===== config.mk =====
export PLATFORM = sky130hd
export DESIGN_NAME = sedg_ctrl
export DESIGN_NICKNAME = d
export VERILOG_FILES = /design/src/sv/sedg_pkg.sv /design/src/sv/sedg_ctrl.sv
export SDC_FILE = /design/constraint.sdc
export NUM_CORES = 1
export LEC_CHECK = 0
export ABC_AREA = 1
export BUFFER_PORTS_ARGS = -buffer_cell sky130_fd_sc_hd__clkbuf_2
export CAP_MARGIN = 10
export CORE_AREA = 2 2 40 78
export DETAILED_ROUTE_END_ITERATION = 7
export DIE_AREA = 0 0 42 80
export GPL_TIMING_DRIVEN = 0
export PLACE_DENSITY = 0.81
export SYNTH_ARGS = -nofsm -noshare
export SYNTH_HDL_FRONTEND = slang
export SYNTH_SLANG_ARGS = --single-unit

===== constraint.sdc =====
create_clock -name clk -period 2.4 [get_ports clk]
set_input_delay 0.48 -clock clk [delete_from_list [all_inputs] [get_ports clk]]
set_output_delay 0.48 -clock clk [all_outputs]
set_load 0.02 [all_outputs]

===== src/sv/sedg_pkg.sv =====
package sedg_pkg;

    localparam int LINE_MAX = 256;
    localparam int COORD_W  = 8;
    localparam int DIM_W    = 9;
    localparam int VAL_W    = 17;
    localparam int ENT_W    = 18;
    localparam int NUM_W    = 19;
    localparam int DEN_W    = 10;
    localparam int PROD_W   = 30;

    localparam logic [VAL_W-1:0] VAL_MAX = 17'h1FFFF;
    localparam logic [ENT_W-1:0] ENT_INF = 18'h20000;

    typedef enum logic [1:0] {
        OP_WRITE   = 2'd0,
        OP_COMPUTE = 2'd1,
        OP_READ    = 2'd2,
        OP_NONE    = 2'd3
    } opcode_t;

    localparam logic KIND_DONE = 1'b0;
    localparam logic KIND_READ = 1'b1;

    localparam logic REG_WIDTH  = 1'b0;
    localparam logic REG_HEIGHT = 1'b1;

    typedef struct packed {
        logic occ_wr;
        logic rd_issue;
        logic out_far;
        logic out_read;
        logic out_done;
        logic start;
        logic ld_issue;
        logic ld_write;
        logic b_init;
        logic b_issue;
        logic b_fq;
        logic b_skip;
        logic b_first;
        logic b_venv;
        logic b_vlb;
        logic b_fv;
        logic b_pop;
        logic b_push;
        logic q_start;
        logic q_bnd;
        logic q_kinc;
        logic q_env;
        logic q_lb;
        logic q_write;
        logic q_inf;
        logic line_next;
    } cmd_t;

    typedef struct packed {
        logic out_free;
        logic in_range;
        logic q_last;
        logic line_last;
        logic pass_col;
        logic lb_inf;
        logic cnt_zero;
        logic pop;
        logic k_has_next;
        logic k_adv;
    } sts_t;

endpackage


===== src/sv/sedg_ctrl.sv =====
module sedg_ctrl
(
    input  logic                clk,
    input  logic                rst_n,
    input  logic                in_valid,
    input  sedg_pkg::opcode_t   in_op,
    output logic                in_ready,
    input  sedg_pkg::sts_t      sts,
    output sedg_pkg::cmd_t      cmd
);

    typedef enum logic [18:0] {
        S_IDLE     = 19'b0000000000000000001,
        S_RD       = 19'b0000000000000000010,
        S_LD_ISSUE = 19'b0000000000000000100,
        S_LD_WR    = 19'b0000000000000001000,
        S_B_INIT   = 19'b0000000000000010000,
        S_B_ISSUE  = 19'b0000000000000100000,
        S_B_CHK    = 19'b0000000000001000000,
        S_B_VENV   = 19'b0000000000010000000,
        S_B_VLB    = 19'b0000000000100000000,
        S_B_FV     = 19'b0000000001000000000,
        S_B_CMP    = 19'b0000000010000000000,
        S_Q_INIT   = 19'b0000000100000000000,
        S_Q_INF    = 19'b0000001000000000000,
        S_Q_K      = 19'b0000010000000000000,
        S_Q_KC     = 19'b0000100000000000000,
        S_Q_LB     = 19'b0001000000000000000,
        S_Q_WR     = 19'b0010000000000000000,
        S_LINE_END = 19'b0100000000000000000,
        S_DONE     = 19'b1000000000000000000
    } state_t;

    state_t state_reg, state_next;
    logic   accept;

    assign in_ready = (state_reg == S_IDLE) && sts.out_free;
    assign accept   = in_valid && in_ready;

    always_comb
    begin
        cmd        = '0;
        state_next = state_reg;
        case (state_reg)
            S_IDLE:
            begin
                if (accept)
                begin
                    case (in_op)
                        sedg_pkg::OP_WRITE:
                        begin
                            cmd.occ_wr = sts.in_range;
                        end
                        sedg_pkg::OP_COMPUTE:
                        begin
                            cmd.start  = 1'b1;
                            state_next = S_LD_ISSUE;
                        end
                        sedg_pkg::OP_READ:
                        begin
                            if (sts.in_range)
                            begin
                                cmd.rd_issue = 1'b1;
                                state_next   = S_RD;
                            end
                            else
                            begin
                                cmd.out_far = 1'b1;
                            end
                        end
                        default:
                        begin
                        end
                    endcase
                end
            end
            S_RD:
            begin
                cmd.out_read = 1'b1;
                state_next   = S_IDLE;
            end
            S_LD_ISSUE:
            begin
                cmd.ld_issue = 1'b1;
                state_next   = S_LD_WR;
            end
            S_LD_WR:
            begin
                cmd.ld_write = 1'b1;
                state_next   = sts.q_last ? S_B_INIT : S_LD_ISSUE;
            end
            S_B_INIT:
            begin
                cmd.b_init = 1'b1;
                state_next = S_B_ISSUE;
            end
            S_B_ISSUE:
            begin
                cmd.b_issue = 1'b1;
                state_next  = S_B_CHK;
            end
            S_B_CHK:
            begin
                if (sts.lb_inf)
                begin
                    cmd.b_skip = 1'b1;
                    state_next = sts.q_last ? S_Q_INIT : S_B_ISSUE;
                end
                else if (sts.cnt_zero)
                begin
                    cmd.b_first = 1'b1;
                    state_next  = sts.q_last ? S_Q_INIT : S_B_ISSUE;
                end
                else
                begin
                    cmd.b_fq   = 1'b1;
                    state_next = S_B_VENV;
                end
            end
            S_B_VENV:
            begin
                cmd.b_venv = 1'b1;
                state_next = S_B_VLB;
            end
            S_B_VLB:
            begin
                cmd.b_vlb  = 1'b1;
                state_next = S_B_FV;
            end
            S_B_FV:
            begin
                cmd.b_fv   = 1'b1;
                state_next = S_B_CMP;
            end
            S_B_CMP:
            begin
                if (sts.pop)
                begin
                    cmd.b_pop  = 1'b1;
                    state_next = S_B_VENV;
                end
                else
                begin
                    cmd.b_push = 1'b1;
                    state_next = sts.q_last ? S_Q_INIT : S_B_ISSUE;
                end
            end
            S_Q_INIT:
            begin
                cmd.q_start = 1'b1;
                state_next  = sts.cnt_zero ? S_Q_INF : S_Q_K;
            end
            S_Q_INF:
            begin
                cmd.q_inf  = 1'b1;
                state_next = sts.q_last ? S_LINE_END : S_Q_INF;
            end
            S_Q_K:
            begin
                if (sts.k_has_next)
                begin
                    cmd.q_bnd  = 1'b1;
                    state_next = S_Q_KC;
                end
                else
                begin
                    cmd.q_env  = 1'b1;
                    state_next = S_Q_LB;
                end
            end
            S_Q_KC:
            begin
                if (sts.k_adv)
                begin
                    cmd.q_kinc = 1'b1;
                    state_next = S_Q_K;
                end
                else
                begin
                    cmd.q_env  = 1'b1;
                    state_next = S_Q_LB;
                end
            end
            S_Q_LB:
            begin
                cmd.q_lb   = 1'b1;
                state_next = S_Q_WR;
            end
            S_Q_WR:
            begin
                cmd.q_write = 1'b1;
                state_next  = sts.q_last ? S_LINE_END : S_Q_K;
            end
            S_LINE_END:
            begin
                cmd.line_next = 1'b1;
                state_next    = (sts.line_last && sts.pass_col) ? S_DONE : S_LD_ISSUE;
            end
            S_DONE:
            begin
                cmd.out_done = 1'b1;
                state_next   = S_IDLE;
            end
            default:
            begin
                state_next = S_IDLE;
            end
        endcase
    end

    always_ff @(posedge clk or negedge rst_n)
    begin
        if (!rst_n)
        begin
            state_reg <= S_IDLE;
        end
        else
        begin
            state_reg <= state_next;
        end
    end

endmodule


; ---- Word level (Yosys, flattened, before mapping)
; Cells that the tools add are included.
; Widths: inputs -> output; s select.
[classes]
n_eq_ne = 24
mux = 54
n_reduce_logical = 5
[ops]
columns = op, count
row1 = $pmux 19 s17, 1
row2 = $mux 19, 4
row3 = $pmux 19 s2, 1
row4 = $mux 12, 3
row5 = $mux 18, 2
row6 = $mux 1, 33
row7 = $mux 16, 2
row8 = $eq 19x1->1 const B, 1
row9 = $eq 19x10->1 const B, 1
row10 = $eq 19x11->1 const B, 1
row11 = $eq 19x12->1 const B, 1
row12 = $eq 19x13->1 const B, 1
row13 = $eq 19x14->1 const B, 1
row14 = $eq 19x15->1 const B, 1
row15 = $eq 19x16->1 const B, 1
row16 = $eq 19x17->1 const B, 1
row17 = $eq 19x18->1 const B, 1
row18 = $eq 19x19->1 const B, 1
row19 = $eq 19x2->1 const B, 1
row20 = $eq 19x3->1 const B, 1
row21 = $eq 19x4->1 const B, 1
row22 = $eq 19x5->1 const B, 1
row23 = $eq 19x6->1 const B, 1
row24 = $eq 19x7->1 const B, 1
row25 = other kinds (15), 20
[word_totals]
regBits = 19
out_inout_bits = 27

; ---- Logic depth before layout (Yosys ltp)
[logic_depth]
depth_word = 5
depth_mapped = 10
mapped_depth_nobuf = 10

; ---- Worst setup path before layout
; Ideal clock, no wire load.
[synth_path]
path_kind = register to output
startpoint = register state_reg[5]
endpoint = output port cmd[24] (netlist name)
arrival_ps = 1519
path_slack_ps = 401
stages_incl_launch_ff = 8
cell_sequence = dfrtp_1 nor2_4 nand2_4 nor2_8 nand3b_2 nor2_4 nand3_2 nor2_1
[synth_lines]
columns = element, line
row1 = "start, declared", sedg_ctrl.sv:34  ; state_t state_reg, state_next;
row2 = "start signal, assigned", sedg_ctrl.sv:219  ; state_reg <= state_next;
row3 = "end, declared", sedg_ctrl.sv:9  ; output sedg_pkg::cmd_t cmd

==> reports/metrics.yaml <==
coreArea_um2: 2740
avgSynthCellArea_um2: 7.51
ys.flop_type: "dfrtp_1"
cap_violations: 0
hold_viol_final: 0
drtPass1Iterations: 4
synth_commonest_cells: "inv_1 (44), nor2_1 (34), nand2_1 (24), dfrtp_1 (18), nand3_1 (13)"
io_buffers: 41
gp_congestion: 0.843
io_pins: 42
fin_total_pwr_mw: 1.01
start_util_pct: 53.2
whs_ns: 0.166
timing_worst_setup_path_type: "reg2out"
cts_tree: "built"
yosysWarningCount: 0
finalSetupTns_ns: 0
synth_fp_nets: 209
period_share_pct: 95.5
drcViolationCount: 0
synthTopCellsByArea: "dfrtp_1 (31%), inv_1 (11%), nor2_1 (8.8%)"
final_max_slew_viol_count: 0
skew_ns: 0.00116
vias: 1363
p_leak_nw: 1.09
cts_buffer_depth: 2
synth_edf_count: 0
htreeDepth: 1
clkTransAtPathRegs_ns: 0.07
die_w_um: 42
num_antenna_cells: 0
grt_util_all_layers_pct: 21.9
routed_via_density: 5.01
routed_wl_mm: 3.36
grt_pass1_wl_mm: 5.53
antenna_found_initial: 0
worstPathArrival_ns: 1.81
async_flop_share_pct: 100
rr_worst_depth: 8
clock.fmax_mhz: 436
crit_path_start_kind: "register"
rsz0062_at_grt: "no"
overflow: 0
grt_pass1_vias: 1319
n_fill_cell: 247
final_util_pct: 65.2
synth_cell_types: 26
synth.top_cell.area_share_pct: 30.9
yosysMostFrequentCell: "inv_1"
power_density_nw_per_um2: 565
grt_max_degree: 20
peakVddDrop_mv: 0.684
status: "complete, no violations"
placed_area_um2: 1700
insertion_delay_ns: 0.26
largest_reg_flops: 19
critPathRequiredTime_ns: 1.92
rows: 27
cts_buffers: 3
root_buffer: "clkbuf_8"
slew_headroom_pct: 67.3
clock_sinks: 19
drt_iter0_drc: 23
yosys.area.top_type: "dfrtp_1"
die_h_um: 80
place_hpwl_mm: 2.77
post-place-cells: 264
synthesis.area_um2: 1460
final_cell_area_um2: 1780
cp_max_fo: 3
setup_slack_ns: 0.108
layout_min_cycle_time_ns: 2.29
syn_inst: 194
synth_seq_area_share_pct: 32.7
finalSetupViolations: 0
cp-end-kind: "output pin"
ys_ff_latch: 19
final_cells: 272
drive_gt1_share_pct: 36.6
wl_per_cell_um: 12.4
reg2reg_slack_ns: 0.82
post-place-ws_ns: 0.330
final_antenna_net_count: 0
cts_hold_buffers: 0
tightest_slew_ns: 0.490
holdCritPathClass: "in2async"
die_area_um2: 3360
area_delta_synth_final_pct: 22.4
nNetsFinal: 259
[per-layer routing]
layer / track usage [%] / vias to the layer above / wire [µm]
met1: 19.3 / 613 / 1170
met4: 14.2 / 0 / 147
met3: 1.81 / 12 / 114
li1: - / 695 / -
met5: 0 / - / 0
met2: 44.2 / 43 / 1930
[layout by cell type, fill, tap and decap left out, types with 4 or more instances in the layout]
| cell type | synthesis | routed |
|---|---|---|
| nor2_4 | 10 | 12 |
| o22ai_1 | 4 | 4 |
| nand2_4 | 8 | 8 |
| nand3_2 | 4 | 4 |
| nand3_1 | 13 | 13 |
| buf_4 | 0 | 4 |
| nor2_1 | 34 | 34 |
| clkbuf_2 | 0 | 41 |
| dfrtp_1 | 18 | 18 |
| nor3_1 | 5 | 5 |
| nand2_1 | 24 | 24 |
| inv_1 | 44 | 44 |
[cells by family after synthesis]
kind of cell | after synthesis | synth area share (%)
flops | 19 | 32.7
compound gates | 14 | 6.61
simple gates | 114 | 48.5
buf+inv | 47 | 12.1
[power by group]
group          internal (mW)  switching (mW)
clock network          0.118           0.111
logic                  0.153           0.260
registers              0.343          0.0210
[cell type report]
class / count / area [µm²] / share of cell area, %
clock buffers: 4 / 45.0 / 2.53
well taps: 29 / 36.3 / 2.04
flip-flops and latches: 19 / 477 / 26.7
inverters: 47 / 176 / 9.89
multi-input cells: 128 / 813 / 45.6
repair buffers: 45 / 235 / 13.2
[worst paths after layout]
path | start | endpoint
setup / recovery | state_reg[2] | cmd[25]
hold / removal | rst_n | state_reg[12]
setup reg to reg | state_reg[14] | state_reg[0]
hold reg to reg | state_reg[16] | state_reg[18]
max in group asynchronous | rst_n | state_reg[0]
min in group clk | sts[1] | state_reg[15]
[worst max-delay path, cell delays in order, from the launching register on]
cell,delay (ns)
dfrtp_1,0.42
nor2_4,0.18
nand3_2,0.12
nand3b_2,0.29
nor2_4,0.14
nand3_2,0.10
nor3_2,0.11
clkbuf_2,0.19
[timing repair]
action | 4_1_cts | 5_1_grt
setup endpoints to repair | 0 | 2
buffers inserted | 0 | 4
resized for setup | 0 | 2
(Power assumes the default switching activity.)
